$ cat src/design/box_average_downscaler_top_defines.svh
// Assertion macros used by the box average downscaler top level
`ifndef BOX_AVERAGE_DOWNSCALER_TOP_DEFINES_SVH
`define BOX_AVERAGE_DOWNSCALER_TOP_DEFINES_SVH

// Same-cycle implication, sampled on clk, off while rst_n is low
`define BOXDS_ASSERT_NOW(lbl, ante, cons, msg) \
  lbl: assert property (@(posedge clk) disable iff (!rst_n) (ante) |-> (cons)) \
    else $error(msg);

// Next-cycle implication, sampled on clk, off while rst_n is low
`define BOXDS_ASSERT_NEXT(lbl, ante, cons, msg) \
  lbl: assert property (@(posedge clk) disable iff (!rst_n) (ante) |=> (cons)) \
    else $error(msg);

`endif

$ cat src/design/boxds_pkg.sv
// Shared constants, types and reciprocal table of the box average downscaler
package boxds_pkg;

  // Size limits
  localparam int MAX_WIDTH_DEF  = 1024;
  localparam int MAX_HEIGHT_DEF = 1024;
  localparam int MAX_FACTOR     = 8;

  // Field and register widths
  localparam int FCW         = 4;                        // factor register
  localparam int DIMW        = 11;                       // size register
  localparam int CHW         = 8;                        // one colour channel
  localparam int NCH         = 3;                        // channels per pixel
  localparam int SUMW        = 14;                       // channel accumulator
  localparam int COORDW      = 10;                       // output coordinate
  localparam int FBW         = $clog2(MAX_FACTOR);       // position inside block
  localparam int DIVW        = $clog2(MAX_FACTOR * MAX_FACTOR + 1);
  localparam int NDIV        = MAX_FACTOR * MAX_FACTOR;
  localparam int DIDXW       = $clog2(NDIV);
  localparam int RCPW        = 22;
  localparam int RCP_SHIFT   = 21;
  localparam int PRODW       = SUMW + RCPW;
  localparam int IN_TDATA_W  = 24;
  localparam int OUT_FLD_W   = NCH * CHW + 2 * COORDW;
  localparam int OUT_TDATA_W = 48;
  localparam int CFG_IDXW    = 2;
  localparam int CFG_DATAW   = 11;

  // Register indexes
  typedef enum logic [CFG_IDXW-1:0] {
    REG_FACTOR_X     = 2'd0,
    REG_FACTOR_Y     = 2'd1,
    REG_IMAGE_WIDTH  = 2'd2,
    REG_IMAGE_HEIGHT = 2'd3
  } cfg_reg_t;

  // Register reset values
  localparam logic [FCW-1:0]  FACTOR_X_RST = 4'd4;
  localparam logic [FCW-1:0]  FACTOR_Y_RST = 4'd4;
  localparam logic [DIMW-1:0] WIDTH_RST    = 11'd320;
  localparam logic [DIMW-1:0] HEIGHT_RST   = 11'd240;

  // Controller to datapath commands
  typedef struct packed {
    logic take;   // input request accepted this cycle
    logic acc;    // accumulate and write back the line store entry
    logic mul;    // multiply sums by reciprocal
    logic load;   // move quotient into the output register
  } cmd_t;

  // Datapath to controller status
  typedef struct packed {
    logic emit;      // current pixel closes a full block
    logic out_free;  // output register can take a new request
  } sts_t;

  // ceil(2^21 / d) for d = 1..64, entry d-1; exact floor for sums below 2^14
  localparam logic [RCPW-1:0] RECIP_TAB [NDIV] = '{
    22'd2097152, 22'd1048576, 22'd699051,  22'd524288,
    22'd419431,  22'd349526,  22'd299594,  22'd262144,
    22'd233017,  22'd209716,  22'd190651,  22'd174763,
    22'd161320,  22'd149797,  22'd139811,  22'd131072,
    22'd123362,  22'd116509,  22'd110377,  22'd104858,
    22'd99865,   22'd95326,   22'd91181,   22'd87382,
    22'd83887,   22'd80660,   22'd77673,   22'd74899,
    22'd72316,   22'd69906,   22'd67651,   22'd65536,
    22'd63551,   22'd61681,   22'd59919,   22'd58255,
    22'd56680,   22'd55189,   22'd53774,   22'd52429,
    22'd51151,   22'd49933,   22'd48771,   22'd47663,
    22'd46604,   22'd45591,   22'd44621,   22'd43691,
    22'd42800,   22'd41944,   22'd41121,   22'd40330,
    22'd39569,   22'd38837,   22'd38131,   22'd37450,
    22'd36793,   22'd36158,   22'd35545,   22'd34953,
    22'd34380,   22'd33826,   22'd33289,   22'd32768
  };

endpackage

$ cat src/design/boxds_ctrl.sv
// Sequencing state machine of the box average downscaler
module boxds_ctrl (
  input  logic              clk,
  input  logic              rst_n,
  input  logic              in_tvalid,
  output logic              in_tready,
  input  boxds_pkg::sts_t   sts,
  output boxds_pkg::cmd_t   cmd
);

  typedef enum logic [1:0] {
    S_IDLE,
    S_ACC,
    S_MUL,
    S_LOAD
  } state_t;

  state_t state_r;

  // Commands decoded from state
  always_comb begin
    in_tready = (state_r == S_IDLE);
    cmd.take  = in_tready && in_tvalid;
    cmd.acc   = (state_r == S_ACC);
    cmd.mul   = (state_r == S_MUL);
    cmd.load  = (state_r == S_LOAD) && sts.out_free;
  end

  // State register
  always_ff @(posedge clk) begin
    if (!rst_n) begin
      state_r <= S_IDLE;
    end else begin
      unique case (state_r)
        S_IDLE: begin
          if (in_tvalid) state_r <= S_ACC;
        end
        S_ACC: begin
          state_r <= sts.emit ? S_MUL : S_IDLE;
        end
        S_MUL: begin
          state_r <= S_LOAD;
        end
        S_LOAD: begin
          if (sts.out_free) state_r <= S_IDLE;
        end
        default: state_r <= S_IDLE;
      endcase
    end
  end

endmodule

$ cat config.mk
export PLATFORM = sky130hd
export DESIGN_NAME = boxds_ctrl
export DESIGN_NICKNAME = d
export VERILOG_FILES = /design/src/design/box_average_downscaler_top_defines.svh /design/src/design/boxds_pkg.sv /design/src/design/boxds_ctrl.sv
export SDC_FILE = /design/constraint.sdc
export NUM_CORES = 1
export LEC_CHECK = 0
export BUFFER_PORTS_ARGS = -buffer_cell sky130_fd_sc_hd__buf_4
export CAP_MARGIN = 20
export CORE_AREA = 2 2 39 41
export CTS_BUF_LIST = sky130_fd_sc_hd__clkbuf_2 sky130_fd_sc_hd__clkbuf_4 sky130_fd_sc_hd__clkbuf_8
export DETAILED_ROUTE_END_ITERATION = 16
export DIE_AREA = 0 0 41 43
export GPL_ROUTABILITY_DRIVEN = 0
export PLACE_DENSITY = 0.3
export SLEW_MARGIN = 20
export SYNTH_ARGS = -nofsm -noshare
export SYNTH_HDL_FRONTEND = slang
export SYNTH_SLANG_ARGS = --single-unit
$ cat constraint.sdc
create_clock -name clk -period 1 [get_ports clk]
set_input_delay 0.2 -clock clk [delete_from_list [all_inputs] [get_ports clk]]
set_output_delay 0.2 -clock clk [all_outputs]
set_load 0.05 [all_outputs]
==> metrics.md, run 1 <==
| Metric | Value |
|---|---|
| Average routed wire per standard cell | `7.95 um` |
| GR Overflow Total | `0` |
| Initial antenna violation count | `0` |
| Slew headroom | `90.3%` |
| Routed vias | `132` |
| Port Buffers | `9` |
| Leak Pwr | `0.132 nW` |
| Worst-case setup margin in the final layout | `-0.152 ns` |
| WS Path Type | `reg2out` |
| Die Outline Area | `0.00176 mm2` |
| H-tree depth reported by CTS | `1` |
| Synthesized area per cell | `9.49 um2` |
| Top achievable clock speed | `868 MHz` |
| Critical path fanouts, max | `5` |
| Unrepaired setup endpoints after global routing | `true` |
| Synthesis-stage register bit count | `2` |
| Area growth syn-to-layout | `147%` |
| Total negative slack | `-0.584 ns` |
| Worst min-delay path startpoint | `rst_n` |
| Ratio of routed vias to standard cells | `3.14` |
| Number of cells traversed by the worst register-to-register path | `3` |
| DP Cell Count | `37` |
| Global Route Usage Sum | `5.21%` |
| Setup Viol. Count Final | `5` |
| Startpoint class of the critical path | `flip-flop` |
| Result of the run | `complete, but fails checks` |
| TritonCTS clock tree | `built` |
| Tightest hold margin | `0.189 ns` |
| Fraction of layout instances using a drive strength above 1 | `84.6%` |
| Post-route cell area | `282 um2` |
| Area of the placeable core | `0.00138 mm2` |
| Minimum clock period | `1.15 ns` |
| Synthesized cell area | `114 um2` |
| Antenna Violating Nets Remaining | `0` |
| Number of distinct library cells after synthesis | `9` |
| Final Max Tran Viols | `0` |
| TritonCTS buffer count | `3` |
| Synthesis warning total | `0` |
| Share of the yosys chip area belonging to registers | `35.2%` |
| Vertical die dimension | `43 um` |
| Cell Count, Final, Fillers Out | `42` |
| Initial cell density of the core | `8.23%` |
| Final setup skew | `0.00138 ns` |
| Via count of the first global-routing pass | `129` |
| Hold Crit Class | `in2reg` |
| Routed Wire Length | `334 um` |
| Clock slew at the register clock pins of the worst setup and hold paths | `0.03 ns` |
| Crit end category | `output pin` |
| Count of fill cells added during filler insertion | `153` |
| Hold Path Depth | `2` |
| Pin count of the biggest net entering global routing | `6` |
| Failing checks | `negative setup slack` |
| Number of optimization iterations in the first detailed-route pass | `2` |
| Data required, critical path | `0.80 ns` |
| VDD IR max | `0.000383 V` |
| Commonest non-fill, non-tap cell in the layout | `sky130_fd_sc_hd__buf_4` |
| Cell count after synthesis | `12` |
| Least-Margin Pin Slew | `0.147 ns` |
| Row count | `14` |
| Synthesized Nets | `17` |
| Count of routing violations after the opening detailed-route iteration | `1` |
| Die span in x | `41 um` |
| Buffer levels on the longest clock path | `2` |
| Cell Area, Placed | `215 um2` |
| Slack of the worst reg-to-reg path | `0.08 ns` |
| Ant diodes | `0` |
| Period Utilization, post-route | `115%` |
| Root buffer cell | `sky130_fd_sc_hd__clkbuf_4` |
| Final hold violations | `0` |
| Number of nets at the end of the flow | `33` |
| First-pass GRT wire length | `538 um` |
| CTS Sinks | `2` |
| P per Cell Area | `1430 mW/mm2` |
| I/O pin cnt | `10` |
| Clock Latency Late Sink | `0.22 ns` |
| Most used cells in the layout excluding fill and tap cells | `7 x sky130_fd_sc_hd__buf_4, 3 x sky130_fd_sc_hd__clkbuf_4` |
| Max Cap Viol | `0` |
| DRC violation count after routing | `0` |
| Utilization after layout | `20.3%` |
| Worst EP arrival | `0.95 ns` |
| Hold Buf Count CTS | `0` |
==> metal layers <==
layer | up-vias | wire length [um] | GRT usage [%]
met3 | 0 | 48 | 3.14
met2 | 10 | 138 | 5.63
met1 | 52 | 146 | 5.10
met4 | 0 | 0 | 8.00
li1 | 70 | - | -
met5 | - | 0 | 0
==> report_power, final <==
part	total, W	switching, W	internal [W]
clock network	0.000175	0.0000433	0.000132
registers	0.0000935	0.00000882	0.0000847
logic	0.000134	0.0000717	0.0000624
==> per-stage QoR <==
stage	total power, W	setup WS [ns]
2_1_floorplan	0.000174	-0.148
3_3_place_gp	0.000212	-0.0440
3_5_place_dp	0.000213	-0.0456
4_1_cts	0.000419	-0.165
5_1_grt	0.000429	-0.197
6_report	0.000403	-0.152
==> worst max path at each step <==
stage	startpoint	end	slack [ns]	cells after the start
2_1_floorplan	state_r[0]$_SDFFE_PN0P_	cmd[3]	-0.15	2
3_3_place_gp	flip-flop	cmd[2]	-0.04	2
3_5_place_dp	flip-flop	cmd[2]	-0.05	2
4_1_cts	state_r[0]$_SDFFE_PN0P_	cmd[3]	-0.17	3
5_1_grt	flip-flop	cmd[3]	-0.20	3
6_report	flip-flop	cmd[3]	-0.15	3
==> cell type report <==
type,count,area (um2),share of cell area [%]
repair buffers,11,105,37.3
flip-flops and latches,2,47.5,16.9
multi-input cells,10,86.3,30.7
clock buffers,3,22.5,8.00
well taps,16,20.0,7.11
==> kinds of logic (layout without fill, tap and decap cells) <==
kind of cell	count (synthesis)	after routing	synth area share, %
buffers and inverters	0	14	0
AND/OR/NAND/NOR	7	7	41.8
AO/OA/AOI/OAI	3	3	23.1
flip-flops	2	2	35.2
==> synth_stat cells <==
master | n | share of area (%)
sky130_fd_sc_hd__nor2_1 | 1 | 3.3
sky130_fd_sc_hd__o21a_1 | 2 | 13
sky130_fd_sc_hd__and3b_1 | 1 | 7.7
sky130_fd_sc_hd__nor2b_1 | 2 | 11
sky130_fd_sc_hd__a21boi_2 | 1 | 9.9
sky130_fd_sc_hd__and3_2 | 1 | 6.6
sky130_fd_sc_hd__and2_1 | 1 | 5.5
sky130_fd_sc_hd__and2b_2 | 1 | 7.7
sky130_fd_sc_hd__dfxtp_1 | 2 | 35
==> worst max-delay path, cell delays in order, from the launching register on <==
cell,delay (ns)
sky130_fd_sc_hd__dfxtp_4,0.35
sky130_fd_sc_hd__nor2_4,0.10
sky130_fd_sc_hd__and2_4,0.14
sky130_fd_sc_hd__buf_8,0.13
==> repair_timing <==
item / CTS / global route
buffers inserted: 2 / 0
setup endpoints to repair: 5 / 5
resized for setup: 8 / 1
pin swaps: 0 / 1
(Power assumes the default switching activity.)
==> run 2: changes to the inputs <==
Settings changed: ABC_CLOCK_PERIOD_IN_PS set to 1000, CELL_PAD_IN_SITES_DETAIL_PLACEMENT set to 0, CELL_PAD_IN_SITES_GLOBAL_PLACEMENT set to 1, PLACE_DENSITY 0.3 to 0.35.
==> run 2 against run 1 <==
Effect of this change:
- register-to-register slack hardly changed
- clock power about the same
- sequential share of layout area decreased by 0.44 points
- critical path depth did not move
- the flow still finishes with violations (negative setup slack)
- utilization is 0.54 points higher
- clock skew grew 0.00071 ns
- sequential power up 0.7%
- flip-flop and latch count is the same
- maximum frequency is 0.24% lower
- worst setup slack worse by 0.0028 ns
==> metrics.md, run 2 (synthesis gave the netlist of run 1 again) <==
| Metric | Value |
|---|---|
| Result of the run | `complete, but fails checks` |
| Failing checks | `negative setup slack` |
| Net Sw Frac | `30.6% (-0.15 points)` |
| Top achievable clock speed | `866 MHz (-0.24%)` |
| TritonCTS buffer count | `3 (unchanged)` |
| VDD IR max | `0.000456 V (+19%)` |
| Vertical die dimension | `43 um (unchanged)` |
| Cell Count, Final, Fillers Out | `42 (unchanged)` |
| Internal cell power | `0.000288 W (+3.2%)` |
| Setup Viol. Count Final | `5 (unchanged)` |
| Ratio of routed vias to standard cells | `3.19 (+1.5%)` |
| Slew headroom | `91.5% (+1.2 points)` |
| Period Utilization, post-route | `115% (+0.28 points)` |
| Ant diodes | `0 (unchanged)` |
| DRC violation count after routing | `0 (unchanged)` |
| Count of routing violations after the opening detailed-route iteration | `5 (+4)` |
| Minimum clock period | `1.15 ns (+0.00277 ns)` |
| Worst-case setup margin in the final layout | `-0.154 ns (-0.00277 ns)` |
| Initial antenna violation count | `0 (unchanged)` |
| Area growth syn-to-layout | `154%` |
| Row count | `14 (unchanged)` |
| Antenna Violating Nets Remaining | `0 (unchanged)` |
| TritonCTS clock tree | `built` |
| Final setup skew | `0.00209 ns (+0.000711 ns)` |
| P per Cell Area | `1440 mW/mm2 (+0.27%)` |
| Area of the placeable core | `0.00138 mm2 (unchanged)` |
| Commonest non-fill, non-tap cell in the layout | `sky130_fd_sc_hd__buf_4` |
| Average routed wire per standard cell | `8.07 um (+1.5%)` |
| Switch Pwr | `0.000127 W (+2.4%)` |
| Flip-flop and latch area | `47.5 um2 (unchanged)` |
| Buffer levels on the longest clock path | `2 (unchanged)` |
| Routed Wire Length | `339 um (+1.5%)` |
| Combinational power share | `35.0% (+1.7 points)` |
| Global Route Usage Sum | `5.61% (+0.40 points)` |
| Die span in x | `41 um (unchanged)` |
| Sum of met2 wire segment lengths after detailed routing | `117 um (-15%)` |
| I/O pin cnt | `10 (unchanged)` |
| Port Buffers | `9 (unchanged)` |
| Worst EP arrival | `0.95 ns (about the same)` |
| First-pass GRT wire length | `565 um (+5.0%)` |
| Max Cap Viol | `0 (unchanged)` |
| Total routed wire length on the met1 layer | `157 um (+7.5%)` |
| Pin count of the biggest net entering global routing | `7 (+1)` |
| Die Outline Area | `0.00176 mm2 (unchanged)` |
| WS Path Type | `reg2out` |
| Hold Crit Class | `in2reg` |
| Utilization after layout | `20.9% (+0.54 points)` |
| Clock Power Share | `42.2% (-1.3 points)` |
| Via count of the first global-routing pass | `139 (+7.8%)` |
| Leak Pwr | `0.134 nW (+1.6%)` |
| Clock Latency Late Sink | `0.22 ns (about the same)` |
| Uppermost metal layer occupied by signal nets | `met3` |
| Count of fill cells added during filler insertion | `158 (+3.3%)` |
| Unrepaired setup endpoints after global routing | `true` |
| Final Max Tran Viols | `0 (unchanged)` |
| Startpoint class of the critical path | `flip-flop` |
| Fraction of layout instances using a drive strength above 1 | `84.6% (unchanged)` |
| Data required, critical path | `0.80 ns (about the same)` |
| Number of optimization iterations in the first detailed-route pass | `2 (unchanged)` |
| H-tree depth reported by CTS | `1 (unchanged)` |
| Crit end category | `output pin` |
| Root buffer cell | `sky130_fd_sc_hd__clkbuf_4` |
| GR Overflow Total | `0 (unchanged)` |
| Final hold violations | `0 (unchanged)` |
| Area of the multi-input gates | `86.3 um2 (unchanged)` |
| DP Cell Count | `37 (unchanged)` |
| Number of nets at the end of the flow | `33 (unchanged)` |
| Routed vias | `134 (+1.5%)` |
| Most used cells in the layout excluding fill and tap cells | `6 x sky130_fd_sc_hd__buf_4, 3 x sky130_fd_sc_hd__clkbuf_4, 3 x sky130_fd_sc_hd__buf_8` |
| Sequential cell fraction of total power | `22.7% (-0.5 points)` |
| CTS Sinks | `2 (unchanged)` |
| Total length of routed met3 wires | `63 um (+31%)` |
| Critical path fanouts, max | `6 (+1)` |
| Clock slew at the register clock pins of the worst setup and hold paths | `0.03 ns (about the same)` |
| Least-Margin Pin Slew | `0.126 ns (-0.0206 ns)` |
| Initial cell density of the core | `8.23% (unchanged)` |
-- run 2: changes by cell type in the layout (fill, tap and decap cells not counted) --
cell,delta
sky130_fd_sc_hd__buf_8,+1
sky130_fd_sc_hd__buf_4,-1
-- run 2: cell type report --
class	count	area share, %
multi-input cells	10	29.9
clock buffers	3	7.79
repair buffers	11	39.0
flip-flops and latches	2	16.5
well taps	16	6.93
-- run 2: final timing paths --
check | start | endpoint | slack (ns) | cells past startpoint
worst max register to register | state_r[0]$_SDFFE_PN0P_ | flip-flop | 0.09 | 3
worst max-delay path | flip-flop | cmd[3] | -0.15 | 3
worst min-delay path | rst_n | flip-flop | 0.19 | 2
worst min register to register | flip-flop | flip-flop | 0.69 | 2
-- run 2: layer usage --
layer  global-route usage, %  vias to the layer above
met2                    5.94                       10
met4                    6.00                        0
met1                    5.41                       51
met3                    5.76                        0
met5                       0                        -
li1                        -                       73
-- run 2: timing repair --
item,4_1_cts,5_1_grt
setup endpoints to repair,5,5
hold buffers,0,0
gates resized for setup,10,1
setup buffers,2,0
pin swaps,0,1
-- run 2: worst max-delay path: stages (launching register included) --
cell	delay [ns]
sky130_fd_sc_hd__dfxtp_4	0.35
sky130_fd_sc_hd__nor2_4	0.10
sky130_fd_sc_hd__and2_4	0.14
sky130_fd_sc_hd__buf_8	0.13
-- run 2: through the flow --
| stage | instance area [um2] | setup slack (ns) | TNS [ns] | hold slack, ns | total power [W] |
|---|---|---|---|---|---|
| floorplan | 128 | -0.148 | -0.236 | 0.317 | 0.000174 |
| global placement | 215 | -0.0336 | -0.0418 | 0.415 | 0.000212 |
| detailed placement | 215 | -0.0242 | -0.0242 | 0.417 | 0.000212 |
| CTS | 285 | -0.167 | -0.714 | 0.180 | 0.000429 |
| global route | 289 | -0.204 | -0.881 | 0.185 | 0.000454 |
| finish | 289 | -0.154 | -0.657 | 0.188 | 0.000415 |
-- run 2: power by group through the flow --
stage	Clock, W	Sequential (W)	Combinational, W
2_1_floorplan	0	0.0000965	0.0000779
3_3_place_gp	0	0.0000986	0.000114
3_5_place_dp	0	0.0000985	0.000114
4_1_cts	0.000190	0.0000939	0.000145
5_1_grt	0.000205	0.0000951	0.000154
6_report	0.000175	0.0000942	0.000145
==> run 3: changes to the inputs <==
Settings changed: ABC_CLOCK_PERIOD_IN_PS 1000 to 1300.
Clock period 1 ns to 1.3 ns, I/O delays scaled along.
==> run 3 against run 2 <==
Effect of this change:
- the run now ends clean
- combinational power down 39%
- power fell by 28%
- count of clock-buffer cells in the layout did not move
- global-route usage shrank 0.70 points
- worst setup slack gained 0.21 ns
- design area is 16% lower
- utilization decreased by 3.3 points
- clock skew about the same
- sequential power fell by 21%
- non-clock buffer count is 2 lower
- routed wire length grew 0.88%
- highest routed layer unchanged
==> metrics.md, run 3 (synthesis gave the netlist of run 1 again) <==
| Metric | Value |
|---|---|
| CTS Sinks | `2 (unchanged)` |
| Fraction of layout instances using a drive strength above 1 | `83.3% (-1.3 points)` |
| Average routed wire per standard cell | `8.55 um (+5.9%)` |
| TritonCTS clock tree | `built` |
| M3 GR Usage | `1.57% (-4.2 points)` |
| Antenna Violating Nets Remaining | `0 (unchanged)` |
| Count of routing violations after the opening detailed-route iteration | `1 (-4)` |
| Row count | `14 (unchanged)` |
| Cell Area, Placed | `213 um2 (-1.2%)` |
| Clock Latency Late Sink | `0.22 ns (about the same)` |
| Port Buffers | `9 (unchanged)` |
| Via count of the first global-routing pass | `133 (-4.3%)` |
| Leak Pwr | `0.115 nW (-14%)` |
| Global-route track usage on met2 | `5.00% (-0.94 points)` |
| Number of cells traversed by the worst register-to-register path | `2 (-1)` |
| Root buffer cell | `sky130_fd_sc_hd__clkbuf_4` |
| Unrepaired setup endpoints after global routing | `false` |
| Hold Crit Class | `in2reg` |
| Number of nets at the end of the flow | `31 (-6.1%)` |
| Data required, critical path | `1.04 ns (+0.24 ns)` |
| Flip-flop and latch area | `45.0 um2 (-5.3%)` |
| WS Path Type | `reg2out` |
| Crit end category | `output pin` |
| Cell Count, Final, Fillers Out | `40 (-4.8%)` |
| Final Max Tran Viols | `0 (unchanged)` |
| Top achievable clock speed | `801 MHz` |
| Startpoint class of the critical path | `flip-flop` |
| TritonCTS buffer count | `3 (unchanged)` |
| Buffer levels on the longest clock path | `2 (unchanged)` |
| DP Cell Count | `37 (unchanged)` |
| Routed vias | `125 (-6.7%)` |
| Met1 GRT Util | `5.73% (+0.32 points)` |
| Global Route Usage Sum | `4.90% (-0.70 points)` |
| DRC violation count after routing | `0 (unchanged)` |
| Utilization after layout | `17.6% (-3.3 points)` |
| Initial antenna violation count | `0 (unchanged)` |
| Most used cells in the layout excluding fill and tap cells | `8 x sky130_fd_sc_hd__buf_4, 3 x sky130_fd_sc_hd__clkbuf_4, 2 x sky130_fd_sc_hd__o21a_1` |
| Vertical die dimension | `43 um (unchanged)` |
| Post-route cell area | `244 um2 (-16%)` |
| Destination of the critical timing path | `cmd[2]` |
| Slew headroom | `90.2% (-1.3 points)` |
| Setup Viol. Count Final | `0 (-5)` |
| Initial cell density of the core | `8.23% (unchanged)` |
| Final setup skew | `0.00228 ns (+0.000190 ns)` |
| Worst EP arrival | `0.99 ns (+0.04 ns)` |
| Period Utilization, post-route | `96.0%` |
| Area growth syn-to-layout | `114%` |
| H-tree depth reported by CTS | `1 (unchanged)` |
| Minimum clock period | `1.25 ns` |
| Least-Margin Pin Slew | `0.148 ns (+0.0216 ns)` |
| Count of fill cells added during filler insertion | `163 (+3.2%)` |
| Area of the multi-input gates | `85.1 um2 (-1.4%)` |
| Slack of the worst reg-to-reg path | `0.49 ns (+0.40 ns)` |
| Critical path fanouts, max | `6 (unchanged)` |
| Total negative slack | `0 ns (+0.657 ns)` |
| Hold Buf Count CTS | `0 (unchanged)` |
| GR Overflow Total | `0 (unchanged)` |
| Number of optimization iterations in the first detailed-route pass | `3 (+1)` |
| Die Outline Area | `0.00176 mm2 (unchanged)` |
| First-pass GRT wire length | `517 um (-8.5%)` |
| Clock slew at the register clock pins of the worst setup and hold paths | `0.03 ns (about the same)` |
| Pin count of the biggest net entering global routing | `8 (+1)` |
| Max Cap Viol | `0 (unchanged)` |
| Final hold violations | `0 (unchanged)` |
| Result of the run | `finished clean` |
| Area of the placeable core | `0.00138 mm2 (unchanged)` |
| Layer with the highest usage | `met4` |
| Routed Wire Length | `342 um (+0.88%)` |
| Ant diodes | `0 (unchanged)` |
| I/O pin cnt | `10 (unchanged)` |
| Die span in x | `41 um (unchanged)` |
| Commonest non-fill, non-tap cell in the layout | `sky130_fd_sc_hd__buf_4` |
| Ratio of routed vias to standard cells | `3.13 (-2.1%)` |
| P per Cell Area | `1220 mW/mm2 (-15%)` |
| Setup bufs post-CTS | `0 (-2)` |
| VDD IR max | `0.000320 V (-30%)` |
run 3: cell count changes in the layout (fill, tap and decap cells not counted):
cell	before	now
sky130_fd_sc_hd__buf_8	3	0
sky130_fd_sc_hd__buf_4	6	8
sky130_fd_sc_hd__and2_2	0	1
sky130_fd_sc_hd__and2_4	1	0
sky130_fd_sc_hd__buf_6	2	1
sky130_fd_sc_hd__dfxtp_2	0	1
sky130_fd_sc_hd__dfxtp_4	2	1
run 3: timing repair:
action	4_1_cts	5_1_grt
pin swaps	0	0
gates resized for setup	3	1
setup endpoints to repair	3	1
run 3: layout make-up:
type	instances	area share (%)
timing repair buffer	9	29.2
tap	16	8.21
multi-input combinational	10	34.9
clock buffer	3	9.23
sequential	2	18.5
run 3: power breakdown:
part           internal, W  switching, W   total, W
sequential       0.0000663    0.00000830  0.0000746
combinational    0.0000364     0.0000513  0.0000878
clock             0.000102     0.0000328   0.000134
run 3: worst min-delay path by stage:
stage,end,cells after the start,startpoint
4_1_cts,flip-flop,2,rst_n
6_report,flip-flop,2,rst_n
5_1_grt,flip-flop,2,rst_n
2_1_floorplan,flip-flop,1,rst_n
3_3_place_gp,flip-flop,2,rst_n
3_5_place_dp,flip-flop,2,rst_n
run 3: per-stage QoR:
step	total power, W	hold WS, ns	worst slack (ns)
5_1_grt	0.000315	0.249	0.0157
3_5_place_dp	0.000162	0.478	0.144
4_1_cts	0.000308	0.241	0.0254
6_report	0.000297	0.251	0.0516
3_3_place_gp	0.000162	0.474	0.163
2_1_floorplan	0.000131	0.377	0.0229
run 3: worst max-delay path, stage by stage, from the launching register on:
cell	delay (ns)
sky130_fd_sc_hd__dfxtp_2	0.36
sky130_fd_sc_hd__and2b_2	0.22
sky130_fd_sc_hd__buf_4	0.18
run 3: layer usage:
metal / part of all wire [%] / up-vias
met2: 41 / 10
met5: 0 / -
met1: 42 / 50
met3: 17 / 0
met4: 0 / 0
li1: - / 65
